## src/sv/bpvt_pkg.sv

```systemverilog
// Types, constants and lookup tables of the button press selector
package bpvt_pkg;

    localparam int CFG_INDEX_W = 8;
    localparam int TICKS_W     = 16;
    localparam int IN_TDATA_W  = 8;
    localparam int OUT_TDATA_W = 32;

    // Register indexes of the configuration channel
    localparam logic [CFG_INDEX_W-1:0] CFG_DEBOUNCE   = 8'd0;
    localparam logic [CFG_INDEX_W-1:0] CFG_LONG_PRESS = 8'd1;

    localparam logic [TICKS_W-1:0] DEBOUNCE_RESET   = 16'd50;
    localparam logic [TICKS_W-1:0] LONG_PRESS_RESET = 16'd1000;
    localparam logic [1:0]         STEP_RESET       = 2'd2;

    // Press phase codes
    localparam logic [1:0] PH_IDLE         = 2'd0;
    localparam logic [1:0] PH_DEBOUNCE     = 2'd1;
    localparam logic [1:0] PH_HELD         = 2'd2;
    localparam logic [1:0] PH_WAIT_RELEASE = 2'd3;

    typedef struct packed {
        logic [TICKS_W-1:0] debounce_ticks;
        logic [TICKS_W-1:0] long_press_ticks;
    } t_cfg;

    typedef struct packed {
        logic       volume_write;
        logic       mute_off;
        logic       mute_on;
        logic       tone_changed;
        logic       tone_mode_led;
        logic [7:0] samples_per_period;
        logic [1:0] tone_step;
        logic [1:0] volume_step;
        logic [7:0] volume_level;
    } t_result;

    // Codec volume by volume index
    function automatic logic [7:0] vol_level(input logic [1:0] idx);
        logic [7:0] lvl;
        case (idx)
            2'd0:    lvl = 8'd0;
            2'd1:    lvl = 8'd128;
            2'd2:    lvl = 8'd192;
            default: lvl = 8'd255;
        endcase
        return lvl;
    endfunction

    // Samples per tone period by tone index
    function automatic logic [7:0] tone_samples(input logic [1:0] idx);
        logic [7:0] spp;
        case (idx)
            2'd0:    spp = 8'd192;
            2'd1:    spp = 8'd96;
            2'd2:    spp = 8'd48;
            default: spp = 8'd24;
        endcase
        return spp;
    endfunction

endpackage

```

## src/sv/bpvt_cfg_regs.sv

```systemverilog
// Configuration registers for debounce and long-press lengths
module bpvt_cfg_regs
    import bpvt_pkg::*;
(
    input  logic                   i_clk,
    input  logic                   i_rst_n,
    input  logic                   i_wr,
    input  logic [CFG_INDEX_W-1:0] i_index,
    input  logic [TICKS_W-1:0]     i_data,
    output t_cfg                   o_cfg
);

    t_cfg r_cfg;
    t_cfg n_cfg;

    // Decode the register index; unknown indexes leave everything alone
    always_comb begin
        n_cfg = r_cfg;
        if (i_wr) begin
            unique case (i_index)
                CFG_DEBOUNCE:   n_cfg.debounce_ticks   = i_data;
                CFG_LONG_PRESS: n_cfg.long_press_ticks = i_data;
                default:        n_cfg = r_cfg;
            endcase
        end
    end

    always_ff @(posedge i_clk) begin
        if (!i_rst_n) begin
            r_cfg.debounce_ticks   <= DEBOUNCE_RESET;
            r_cfg.long_press_ticks <= LONG_PRESS_RESET;
        end else begin
            r_cfg <= n_cfg;
        end
    end

    assign o_cfg = r_cfg;

endmodule

```

## src/sv/bpvt_press_fsm.sv

```systemverilog
// Debounce and press classification with volume and tone selection state
module bpvt_press_fsm
    import bpvt_pkg::*;
(
    input  logic    i_clk,
    input  logic    i_rst_n,
    input  logic    i_step,
    input  logic    i_tick,
    input  logic    i_pressed,
    input  t_cfg    i_cfg,
    output t_result o_res
);

    logic [1:0]         r_phase,     n_phase;
    logic [TICKS_W-1:0] r_delay,     n_delay;
    logic               r_tone_mode, n_tone_mode;
    logic [1:0]         r_vol_idx,   n_vol_idx;
    logic [1:0]         r_tone_idx,  n_tone_idx;
    logic               n_tone_chg, n_mute_on, n_mute_off, n_write;
    logic [TICKS_W-1:0] w_delay;
    logic               w_delay_zero;

    // Count the settling or hold delay down on a tick
    assign w_delay      = (i_tick && (r_delay != '0)) ? r_delay - 1'b1 : r_delay;
    assign w_delay_zero = (w_delay == '0);

    always_comb begin
        n_phase     = r_phase;
        n_delay     = w_delay;
        n_tone_mode = r_tone_mode;
        n_vol_idx   = r_vol_idx;
        n_tone_idx  = r_tone_idx;
        n_tone_chg  = 1'b0;
        n_mute_on   = 1'b0;
        n_mute_off  = 1'b0;
        n_write     = 1'b0;
        unique case (r_phase)
            PH_IDLE: begin
                if (w_delay_zero && i_pressed) begin
                    n_delay = i_cfg.debounce_ticks;
                    n_phase = PH_DEBOUNCE;
                end
            end
            PH_DEBOUNCE: begin
                if (w_delay_zero && i_pressed) begin
                    n_delay = i_cfg.long_press_ticks;
                    n_phase = PH_HELD;
                end
            end
            PH_HELD: begin
                if (!w_delay_zero && !i_pressed) begin
                    // Short press: step tone or volume
                    if (r_tone_mode) begin
                        n_tone_idx = r_tone_idx + 2'd1;
                        n_tone_chg = 1'b1;
                        if (r_vol_idx == 2'd0) begin
                            n_vol_idx  = 2'd1;
                            n_write    = 1'b1;
                            n_mute_off = 1'b1;
                        end
                    end else begin
                        n_vol_idx = r_vol_idx + 2'd1;
                        if (n_vol_idx == 2'd0) begin
                            n_mute_on = 1'b1;
                        end else begin
                            n_write    = 1'b1;
                            n_mute_off = (r_vol_idx == 2'd0);
                        end
                    end
                    n_delay = i_cfg.debounce_ticks;
                    n_phase = PH_IDLE;
                end else if (w_delay_zero && i_pressed) begin
                    // Long press: toggle mode
                    n_tone_mode = ~r_tone_mode;
                    n_phase     = PH_WAIT_RELEASE;
                end
            end
            PH_WAIT_RELEASE: begin
                if (!i_pressed) begin
                    n_delay = i_cfg.debounce_ticks;
                    n_phase = PH_IDLE;
                end
            end
            default: n_phase = PH_IDLE;
        endcase
    end

    // Advance state only when a request moves into the result register
    always_ff @(posedge i_clk) begin
        if (!i_rst_n) begin
            r_phase     <= PH_IDLE;
            r_delay     <= '0;
            r_tone_mode <= 1'b0;
            r_vol_idx   <= STEP_RESET;
            r_tone_idx  <= STEP_RESET;
        end else if (i_step) begin
            r_phase     <= n_phase;
            r_delay     <= n_delay;
            r_tone_mode <= n_tone_mode;
            r_vol_idx   <= n_vol_idx;
            r_tone_idx  <= n_tone_idx;
        end
    end

    // Result of the current request
    always_comb begin
        o_res.volume_level       = vol_level(n_vol_idx);
        o_res.volume_step        = n_vol_idx;
        o_res.tone_step          = n_tone_idx;
        o_res.samples_per_period = tone_samples(n_tone_idx);
        o_res.tone_mode_led      = n_tone_mode;
        o_res.tone_changed       = n_tone_chg;
        o_res.mute_on            = n_mute_on;
        o_res.mute_off           = n_mute_off;
        o_res.volume_write       = n_write;
    end

endmodule

```

## src/sv/button_press_volume_tone_selector_unit.sv

```systemverilog
// Top level: button poll stream in, volume and tone selection stream out
// A poll request is captured in the input register and its result then in the result register.
// Throughput: one poll per cycle unless stalled; a single pass from input to result register.
// The output register holds a stalled result while the next poll waits in the input register.
// Reset (synchronous, active low) empties both registers, sets the phase to idle, the delay to 0,
// volume mode, volume and tone index 2, debounce 50 and long press 1000 ticks.
module button_press_volume_tone_selector_unit
    import bpvt_pkg::*;
(
    input  logic                   i_clk,
    input  logic                   i_rst_n,
    input  logic                   s_axis_tvalid,
    output logic                   s_axis_tready,
    // tdata: [0] tick, [1] pressed, [7:2] zero
    input  logic [IN_TDATA_W-1:0]  s_axis_tdata,
    output logic                   m_axis_tvalid,
    input  logic                   m_axis_tready,
    // tdata: [7:0] volume_level, [9:8] volume_step, [11:10] tone_step,
    // [19:12] samples_per_period, [20] tone_mode_led, [21] tone_changed,
    // [22] mute_on, [23] mute_off, [24] volume_write, [31:25] zero
    output logic [OUT_TDATA_W-1:0] m_axis_tdata,
    input  logic                   i_cfg_valid,
    output logic                   o_cfg_ready,
    input  logic [CFG_INDEX_W-1:0] i_cfg_index,
    input  logic [TICKS_W-1:0]     i_cfg_data
);

    localparam int RES_W = $bits(t_result);

    logic                   r_in_valid;
    logic                   r_in_tick;
    logic                   r_in_pressed;
    logic                   r_out_valid;
    logic [OUT_TDATA_W-1:0] r_out_tdata;
    logic                   w_advance;
    logic                   w_step;
    t_cfg                   w_cfg;
    t_result                w_res;

    assign w_advance     = !r_out_valid || m_axis_tready;
    assign w_step        = r_in_valid && w_advance;
    assign s_axis_tready = !r_in_valid || w_advance;
    assign o_cfg_ready   = 1'b1;

    // Input register
    always_ff @(posedge i_clk) begin
        if (!i_rst_n) begin
            r_in_valid <= 1'b0;
        end else if (s_axis_tready) begin
            r_in_valid <= s_axis_tvalid;
        end
    end

    always_ff @(posedge i_clk) begin
        if (s_axis_tvalid && s_axis_tready) begin
            r_in_tick    <= s_axis_tdata[0];
            r_in_pressed <= s_axis_tdata[1];
        end
    end

    bpvt_cfg_regs u_cfg (
        .i_clk   (i_clk),
        .i_rst_n (i_rst_n),
        .i_wr    (i_cfg_valid && o_cfg_ready),
        .i_index (i_cfg_index),
        .i_data  (i_cfg_data),
        .o_cfg   (w_cfg)
    );

    bpvt_press_fsm u_fsm (
        .i_clk     (i_clk),
        .i_rst_n   (i_rst_n),
        .i_step    (w_step),
        .i_tick    (r_in_tick),
        .i_pressed (r_in_pressed),
        .i_cfg     (w_cfg),
        .o_res     (w_res)
    );

    // Result register: hold while the consumer stalls
    always_ff @(posedge i_clk) begin
        if (!i_rst_n) begin
            r_out_valid <= 1'b0;
        end else if (w_advance) begin
            r_out_valid <= r_in_valid;
        end
    end

    always_ff @(posedge i_clk) begin
        if (w_step) begin
            r_out_tdata <= {{(OUT_TDATA_W-RES_W){1'b0}}, w_res};
        end
    end

    assign m_axis_tvalid = r_out_valid;
    assign m_axis_tdata  = r_out_tdata;

endmodule

```

## config.mk

```make
export PLATFORM = sky130hd
export DESIGN_NAME = button_press_volume_tone_selector_unit
export DESIGN_NICKNAME = d
export VERILOG_FILES = /design/src/sv/bpvt_pkg.sv /design/src/sv/bpvt_cfg_regs.sv /design/src/sv/bpvt_press_fsm.sv /design/src/sv/button_press_volume_tone_selector_unit.sv
export SDC_FILE = /design/constraint.sdc
export NUM_CORES = 1
export LEC_CHECK = 0
export ABC_AREA = 1
export BUFFER_PORTS_ARGS = -buffer_cell sky130_fd_sc_hd__clkbuf_2
export CAP_MARGIN = 30
export CORE_MARGIN = 2
export CORE_UTILIZATION = 58
export DETAILED_ROUTE_END_ITERATION = 10
export GPL_TIMING_DRIVEN = 0
export PLACE_DENSITY = 0.8
export SYNTH_ARGS = -nofsm -noshare
export SYNTH_HDL_FRONTEND = slang
export SYNTH_SLANG_ARGS = --single-unit
```

## constraint.sdc

```tcl
create_clock -name i_clk -period 3.4 [get_ports i_clk]
set_input_delay 0.68 -clock i_clk [delete_from_list [all_inputs] [get_ports i_clk]]
set_output_delay 0.68 -clock i_clk [all_outputs]
set_load 0.02 [all_outputs]
```

* Word-level counts from Yosys, hierarchy flattened
Index checks and enable logic that the tools add are counted.
Word-level totals: output and inout bits 35, logic and storage cells 87, register bits 84, input port bits 37
Operators by class: equality and inequality tests 12, bitwise logic cells 3, add/subtract/negate cells 3, reductions and logical operators 24, multiplexer cells 31
Operator list (number):
- $mux 16 | 5
- $pmux 16 s4 | 1
- $pmux 8 s3 | 2
- $mux 2 | 12
- $logic_not 16->1 | 1
- $reduce_bool 16->1 | 1
- $sub 16x1->16 const B | 1
- $logic_not 2->1 | 5
- $mux 1 | 10
- $eq 2x2->1 const B | 4
- $eq 8x1->1 const B | 1
- $logic_not 8->1 | 1
- $pmux 2 s4 | 1
- $eq 2x1->1 const B | 3
- $reduce_and 2->1 | 3
- $logic_and 1x1->1 | 5
- $reduce_and 5->1 | 1
- $add 2x1->2 const B | 2
- $logic_not 1->1 | 4
- $ne 2x1->1 const B | 2
- $ne 3x1->1 const B | 1
- $not 1->1 | 3
- $reduce_or 3->1 | 1
- $logic_or 1x1->1 | 2
- $ne 2x2->1 const B | 1

* Depth between registers and ports, before layout
Gate-level depths: netlist of run 1.
word-level depth 10, depth in mapped cells 22, mapped depth without buffers 22

* Modules after synthesis
From an unflattened synthesis of run 1, not the netlist that was laid out.
Second synthesis, totals: cell total of the unflattened synthesis 764, area total of the unflattened synthesis 5134.9 µm²
By module, submodules not included:
- bpvt_press_fsm | sequential area each 460.4 µm², cells an instance 521, area each 2785.2 µm², instances 1
- bpvt_cfg_regs | sequential area each 640.6 µm², cells an instance 193, area each 1376.3 µm², instances 1
- button_press_volume_tone_selector_unit | sequential area each 850.8 µm², cells an instance 50, area each 973.4 µm², instances 1

* Least setup slack after synthesis of run 1
OpenSTA, ideal clock, no wires.
kind reg2reg, from register u_fsm.r_delay[0], to register r_out_tdata[16] (netlist: m_axis_tdata[16]) (data pin), clock period less this slack 3.027 ns, required time 3.138 ns, buffers on the path 1, setup time 0.262 ns, stages on the path, launching flop included 21, slack 0.373 ns, data arrival time 2.765 ns, cell sequence dfxtp_1 -> inv_1 -> ha_1 -> nand2_2 -> nor2_2 -> nand2_4 -> nand2_8 -> buf_8 -> nand2_1 -> nand2_2 -> nor2_1 -> nand2_2 -> nor2_4 -> nand2_4 -> nand3_4 -> nor2_4 -> nand2_2 -> xor2_2 -> inv_1 -> ha_1 -> or2_2
RTL lines:
- from (decl) | line bpvt_press_fsm.sv:15 | logic [TICKS_W-1:0] r_delay, n_delay;
- from (signal assigned) | line bpvt_press_fsm.sv:98 | r_delay <= n_delay;
- to (signal assigned) | line button_press_volume_tone_selector_unit.sv:91 | r_out_tdata <= {{(OUT_TDATA_W-RES_W){1'b0}}, w_res};
- to (decl) | line button_press_volume_tone_selector_unit.sv:34 | logic [OUT_TDATA_W-1:0] r_out_tdata;

==> summary.txt, run 1 <==
Run status
  • Status: completed

Worst setup path
  • Worst path required time: around 3500 ps
  • Crit path largest cell delay: 340 ps
  • Slowest CP cell: dfxtp_2
  • CP Max Fanout: 8
  • Crit path buffers/inverters: 3
  • Critical setup path kind: reg2reg
  • Stages on the worst setup path: 20
  • R2R cell count: 20
  • Top delay family on crit path: simple AND/OR/NAND/NOR gates
  • Crit path DAT: approximately 3300 ps
  • CP startpoint kind: register
  • Most used cell, CP: nand2_2
  • Critical path endpoint category: register
  • Cell breakdown of the critical path: inv_2 -> ha_2 -> nand2_2 -> nor2_2 -> nand2_4 -> nand2_8 -> inv_4 -> nand2_1 -> nand2_2 -> nor2_1 -> nand2_2 -> nor2_8 -> nand2_4 -> nand3_4 -> nor2_4 -> nand2_2 -> xor2_4 -> inv_1 -> ha_1 -> or2_2

Timing
  • Slew Limit Fails: 0
  • Max Fclk: 312 MHz
  • Setup ws final: 194 ps
  • Measured slew at the worst slew-check pin: around 800 ps
  • Setup Skew: 11.7 ps
  • Tmin final: 3210 ps
  • Tcrit/Tclk final: 94.3%
  • Setup-failing EPs final: 0
  • RSZ-0062 raised after global routing: no
  • Final hold viol count: 0
  • Rel. slew slack: a little under half

Floorplanning
  • Rows: 33
  • Die Wd: 96.2 um
  • Die area: slightly above 0.009 mm2
  • Ports: 72
  • Core area: 0.00822 mm2
  • Die Height: 96.2 um
  • Initial Util: 60.0%

GRT
  • Initial antenna violation count: 0
  • Vias in the first global route: 4,161
  • Total GRT Usage: a little over a quarter
  • Total gr overflow: 0
  • Largest net degree at the start of global routing: 22
  • First-pass GRT wire length: 19,500 um

Yosys
  • Cell count after synthesis: 712
  • Seq cells post-synth: 76
  • Yosys warning count: 0
  • EDFF count, synth: 19
  • Post-synthesis cell area: 0.00493 mm2
  • Dominant synthesized flop cell: dfxtp_1
  • Sequential cell area fraction in the yosys report: a little over a third
  • Synth unique cells: 46
  • FFs w/ async S/R, synth: 0%
  • Post-Syn Area per Cell: 6.92 um2

Final layout
  • Antenna cells: 0
  • Post-route cell area: 0.00567 mm2
  • Area growth syn-to-layout: 15.2%
  • Nets: 838
  • Layout cells sized above 1: 23.9%

Place
  • Dpl ws: -63.1 ps
  • Area after DPL: 0.00536 mm2
  • Port bufs: 53
  • Gp weighted congestion: 0.876
  • DP HPWL: between 9000 and 10,000 um

Routing
  • Router iterations before antenna repair: 5
  • Vias: 4,773
  • Remaining antenna violation count: 0
  • Post-DR wirelength/cell: 13.2 um
  • Final WL: 11,900 um
  • Average vias per placed instance: around 5.3
  • DRC Markers: 0
  • Iter 0 DRT Violations: 265

Clocking
  • CTS Hold Bufs: 0
  • Clock sinks: 76
  • CTS Buf Count: 9
  • Clock tree buffer depth: 2
  • CTS clk-pin slew, worst paths: 90 ps
  • Root Buffer Master: clkbuf_8
  • CTS tree: yes
  • Clock Latency Late Sink: 350 ps
  • CTS H-Tree Depth: 3

Hold path
  • Worst hold path type: reg2reg
  • Worst Hold Depth: 2

Flow run
  • Max cap viols: 0
==> path summary, 6_finish.rpt <==
path,to,from,slack (ps)
hold / removal,u_cfg.o_cfg[3],u_cfg.o_cfg[3],480
setup reg to reg,m_axis_tdata[16],u_fsm.r_delay[0],190
setup / recovery,m_axis_tdata[16],u_fsm.r_delay[0],190
hold reg to reg,u_cfg.o_cfg[3],u_cfg.o_cfg[3],480
==> layout by cell type (no fill, tap or decap), types with 2 or more instances in the layout <==
cell type	netlist	final
clkbuf_8	0	9
clkbuf_2	0	53
conb_1	2	11
nand2_4	13	13
nand3b_1	6	6
buf_4	16	23
dfxtp_1	57	55
nand4_1	18	18
nor2_1	92	90
o21ai_1	2	2
o211ai_1	3	3
inv_1	65	64
a21oi_2	9	9
nand3_2	12	12
inv_2	3	4
nand3_1	29	29
bufinv_16	0	2
clkbuf_1	20	20
edfxtp_1	19	19
buf_12	1	2
dfxtp_2	0	2
nand2_2	18	19
a21oi_1	33	33
ha_1	8	7
xor2_1	3	3
o21ai_0	28	28
buf_2	3	3
nor2_2	5	7
inv_6	0	2
nand2_1	210	209
nor2_4	6	6
or2_2	12	12
==> Yosys cell counts, drive strengths merged, types with 2 or more instances <==
library cell	n	area (um2)
clkbuf	20	75.1
o211ai	3	22.5
ha	8	100
conb	2	7.51
edfxtp	19	571
xor2	4	42.6
dfxtp	57	1140
nor2	104	464
a21oi	42	244
nand2	242	1070
inv	69	262
nand3b	6	45.0
nand4	18	113
buf	23	185
o21ai	31	159
nand3	42	283
or2	13	81.3
==> through the flow <==
| stage | std cells | hold WS, ps | util [%] | setup TNS [ps] |
|---|---|---|---|---|
| global placement | 879 | 457 | 65.2 | 0 |
| CTS | 899 | 482 | 68.5 | 0 |
| floorplan | 721 | 431 | - | 0 |
| finish | 903 | 483 | 69.1 | 0 |
| detailed placement | 879 | 459 | 65.2 | -63.1 |
| global route | 903 | 493 | 69.1 | 0 |
==> flip-flops by register name, summed over array words and instances, names as in the netlist <==
name,count
u_fsm.r_phase,2
u_cfg.o_cfg,32
u_fsm.r_vol_idx,2
r_in_valid,1
r_in_pressed,1
u_fsm.r_tone_idx,2
u_fsm.r_delay,16
m_axis_tdata,17
m_axis_tvalid,1
u_fsm.r_tone_mode,1
r_in_tick,1
==> routing by layer <==
layer,track usage (%),part of all wire (%),wire length (um),vias to the layer above
met3,4.54,6.6,794,21
met1,35.5,44,5210,2183
met2,46.0,48,5700,174
met5,0,0,0,-
li1,-,-,-,2395
met4,8.45,2.1,246,0
==> cell type report <==
type / count / area, um2
repair buffers: 61 / 338
clock inverters: 7 / 97.6
multi-input cells: 532 / 2740
plain buffers: 43 / 260
fillers: 697 / 2540
clock buffers: 9 / 124
flip-flops and latches: 76 / 1710
inverters: 70 / 267
well taps: 105 / 131
==> cells by family (layout without fill, tap and decap cells) <==
group                    Yosys count  after routing  share of synthesized area, %
flip-flops                        76             76                          34.7
adder cells (fa/ha/maj)            8              8                          2.03
AND/OR/NAND/NOR                  429            429                          42.2
XOR/XNOR                           4              4                         0.864
buffers and inverters            113            190                          10.7
AO/OA/AOI/OAI                     80             80                          9.27
other                              2             11                         0.152
==> timing repair <==
action | in CTS | in global routing
pin swaps | 1 | 2
buffers inserted | 4 | 4
resized for setup | 1 | 7
endpoints found under the setup margin | 1 | 2
==> tightest hold or removal path, cell delays in order (launching register included) <==
cell	delay, ps
dfxtp_1	340
nand2_1	50
nand3_1	60
Power of run 1 is left out: the tool's default activity adds up to more than one toggle a clock period on the data nets, which glitch-free logic cannot reach.
==> inputs of run 2 (changes only) <==
--- a/config.mk
+++ b/config.mk
@@ -9,10 +9,11 @@
 export BUFFER_PORTS_ARGS = -buffer_cell sky130_fd_sc_hd__clkbuf_2
 export CAP_MARGIN = 30
 export CORE_MARGIN = 2
-export CORE_UTILIZATION = 58
+export CORE_UTILIZATION = 60
+export CTS_BUF_LIST = sky130_fd_sc_hd__clkbuf_4 sky130_fd_sc_hd__clkbuf_8
 export DETAILED_ROUTE_END_ITERATION = 10
 export GPL_TIMING_DRIVEN = 0
-export PLACE_DENSITY = 0.8
+export PLACE_DENSITY = 0.82
 export SYNTH_ARGS = -nofsm -noshare
 export SYNTH_HDL_FRONTEND = slang
 export SYNTH_SLANG_ARGS = --single-unit
==> run 2 against run 1 <==
Core utilization increased by 0.36 points. Count of clock-buffer cells in the layout increased by 3. Via count decreased by 1.3%. Non-clock buffer count decreased by 3. Clock skew increased by 0.80 ps. Final area decreased by 0.99%. Sequential share of layout area increased by 0.28 points. Setup slack improved by 24 ps. Routed wire length decreased by 1.0%. Worst hold slack got worse by 2.1 ps. Die area decreased by 3.2%. Critical path depth unchanged.
==> summary.txt, run 2 (same netlist as run 1, synthesis figures left out) <==
GRT
  • Initial antenna violation count: 0 (unchanged)
  • Total gr overflow: 0 (unchanged)
  • Largest net degree at the start of global routing: 22 (unchanged)
  • Vias in the first global route: 4,392 (+5.6%)
  • First-pass GRT wire length: 19,600 um (+0.43%)
  • Total GRT Usage: 27.4% (+0.17 points)

Floorplanning
  • Initial Util: 60.9% (+0.92 points)
  • Die Wd: 94.6 um (-1.6%)
  • Core area: 0.00809 mm2 (-1.5%)
  • Die Height: 94.6 um (-1.6%)
  • Rows: 33 (unchanged)
  • Ports: 72 (unchanged)
  • Die area: 0.00895 mm2 (-3.2%)

Worst setup path
  • Crit path largest cell delay: 340 ps (about the same)
  • Critical setup path kind: reg2reg
  • CP startpoint kind: register
  • Crit path DAT: 3290 ps (-30 ps)
  • Cell breakdown of the critical path: inv_2 -> ha_2 -> nand2_2 -> nor2_2 -> nand2_4 -> nand2_8 -> inv_4 -> nand2_1 -> nand2_2 -> nor2_1 -> nand2_2 -> nor2_8 -> nand2_4 -> nand3_4 -> nor2_4 -> nand2_2 -> xor2_4 -> inv_1 -> ha_1 -> or2_2
  • Worst path required time: 3510 ps (about the same)
  • FF-to-FF Start: u_fsm.r_delay[0]
  • RR Endpoint: m_axis_tdata[16]
  • CP Max Fanout: 10 (+2)
  • Reg2reg setup slack: 220 ps (+20 ps)
  • Slowest CP cell: dfxtp_2
  • Most used cell, CP: nand2_2
  • R2R cell count: 20 (unchanged)
  • Critical path endpoint category: register

Final layout
  • Most frequent cells in the layout: nand2_1 (210), nor2_1 (92), inv_1 (64), dfxtp_1 (56), clkbuf_2 (53)
  • Area growth syn-to-layout: 14.0%
  • Antenna cells: 0 (unchanged)
  • Nets: 835 (-0.36%)
  • Max FFs per register: 32 (unchanged)
  • Final std cells w/o fill: 900 (-0.33%)
  • Layout cells sized above 1: 23.3% (-0.66 points)
  • Commonest non-fill, non-tap cell in the layout: nand2_1

Routing
  • Average vias per placed instance: 5.23 (-0.97%)
  • Vias: 4,711 (-1.3%)
  • DRC Markers: 0 (unchanged)
  • Router iterations before antenna repair: 5 (unchanged)
  • Remaining antenna violation count: 0 (unchanged)
  • Iter 0 DRT Violations: 181 (-32%)
  • Final WL: 11,800 um (-1.0%)
  • Post-DR wirelength/cell: 13.1 um (-0.70%)

Clocking
  • Root Buffer Master: clkbuf_8
  • CTS clk-pin slew, worst paths: 80 ps (about the same)
  • CTS H-Tree Depth: 3 (unchanged)
  • Clock sinks: 76 (unchanged)
  • CTS tree: yes
  • CTS Hold Bufs: 0 (unchanged)
  • Clock Latency Late Sink: 360 ps (about the same)
  • Clock tree buffer depth: 2 (unchanged)
  • CTS Buf Count: 9 (unchanged)

Hold path
  • WHS Endpoint: u_cfg.o_cfg[3]
  • Worst Hold Depth: 2 (unchanged)
  • Worst hold path type: reg2reg
  • Hold Path Origin: u_cfg.o_cfg[3]

Timing
  • Fin Setup TNS: 0 ps (unchanged)
  • Slew Limit Fails: 0 (unchanged)
  • Tcrit/Tclk final: 93.6% (-0.69 points)
  • Worst hold margin: 480 ps (-2.09 ps)
  • Max Fclk: 314 MHz (+0.74%)
  • Setup Skew: 12.5 ps (+0.803 ps)
  • Measured slew at the worst slew-check pin: 758 ps (-37.5 ps)
  • RSZ-0062 raised after global routing: no
  • Final hold viol count: 0 (unchanged)
  • Tmin final: 3180 ps (-23.6 ps)
  • Rel. slew slack: 49.4% (+2.5 points)
  • Setup-failing EPs final: 0 (unchanged)

Place
  • Port bufs: 53 (unchanged)
  • Gp weighted congestion: 0.904 (+3.3%)
  • DP HPWL: 8980 um (-0.94%)
  • Dpl cells: 879 (unchanged)

Run status
  • Status: completed

Flow run
  • Max cap viols: 0 (unchanged)
run 2: cell count changes in the layout (fill, tap and decap cells not counted), moves of 2 or more:
| cell | before | now |
|---|---|---|
| nor2_1 | 90 | 92 |
| buf_4 | 23 | 21 |
| clkbuf_4 | 0 | 2 |
| nor2_2 | 7 | 5 |
run 2: worst max-delay path by stage:
stage | end | from | cells after the start
final | m_axis_tdata[16] | u_fsm.r_delay[0] | 20
after global routing | m_axis_tdata[16] | u_fsm.r_delay[0] | 20
after CTS | m_axis_tdata[16] | u_fsm.r_delay[0] | 20
after detailed placement | m_axis_tdata[16] | u_fsm.r_delay[0] | 20
after global placement | m_axis_tdata[16] | u_fsm.r_delay[0] | 20
after floorplan | m_axis_tdata[16] | u_fsm.r_delay[0] | 20
run 2: routing by layer:
metal	track usage, %	vias up	part of all wire [%]
li1	-	2383	-
met1	33.8	2095	43
met2	47.2	210	49
met3	5.51	23	7.1
met4	10.3	0	1.6
met5	0	-	0
run 2: cell type report:
class                   count  area, um2
multi-input cells         532       2740
plain buffers              43        260
fillers                   709       2470
repair buffers             58        303
flip-flops and latches     76       1710
clock buffers              12        153
inverters                  70        267
clock inverters             4       56.3
well taps                 105        131
run 2: timing repair:
action,CTS,global route
resized for setup,0,4
setup buffers,3,2
pin swaps,1,1
endpoints found under the setup margin,1,2
run 2: critical path: cells and delay by family, from the launching register on:
kind | cells | cell delay [ps]
XOR/XNOR | 1 | 200
adder cells (fa/ha/maj) | 2 | 430
buffers and inverters | 3 | 250
flip-flops | 1 | 340
AND/OR/NAND/NOR | 14 | 1720
run 2: through the flow:
stage	area [um2]	setup slack [ps]	util, %
2_1_floorplan	4960	373	-
3_3_place_gp	5360	42.5	66.2
3_5_place_dp	5360	-72.2	66.2
4_1_cts	5590	74.6	69.0
5_1_grt	5620	45.5	69.4
6_report	5620	218	69.4
Power of run 2 is left out for the same reason.
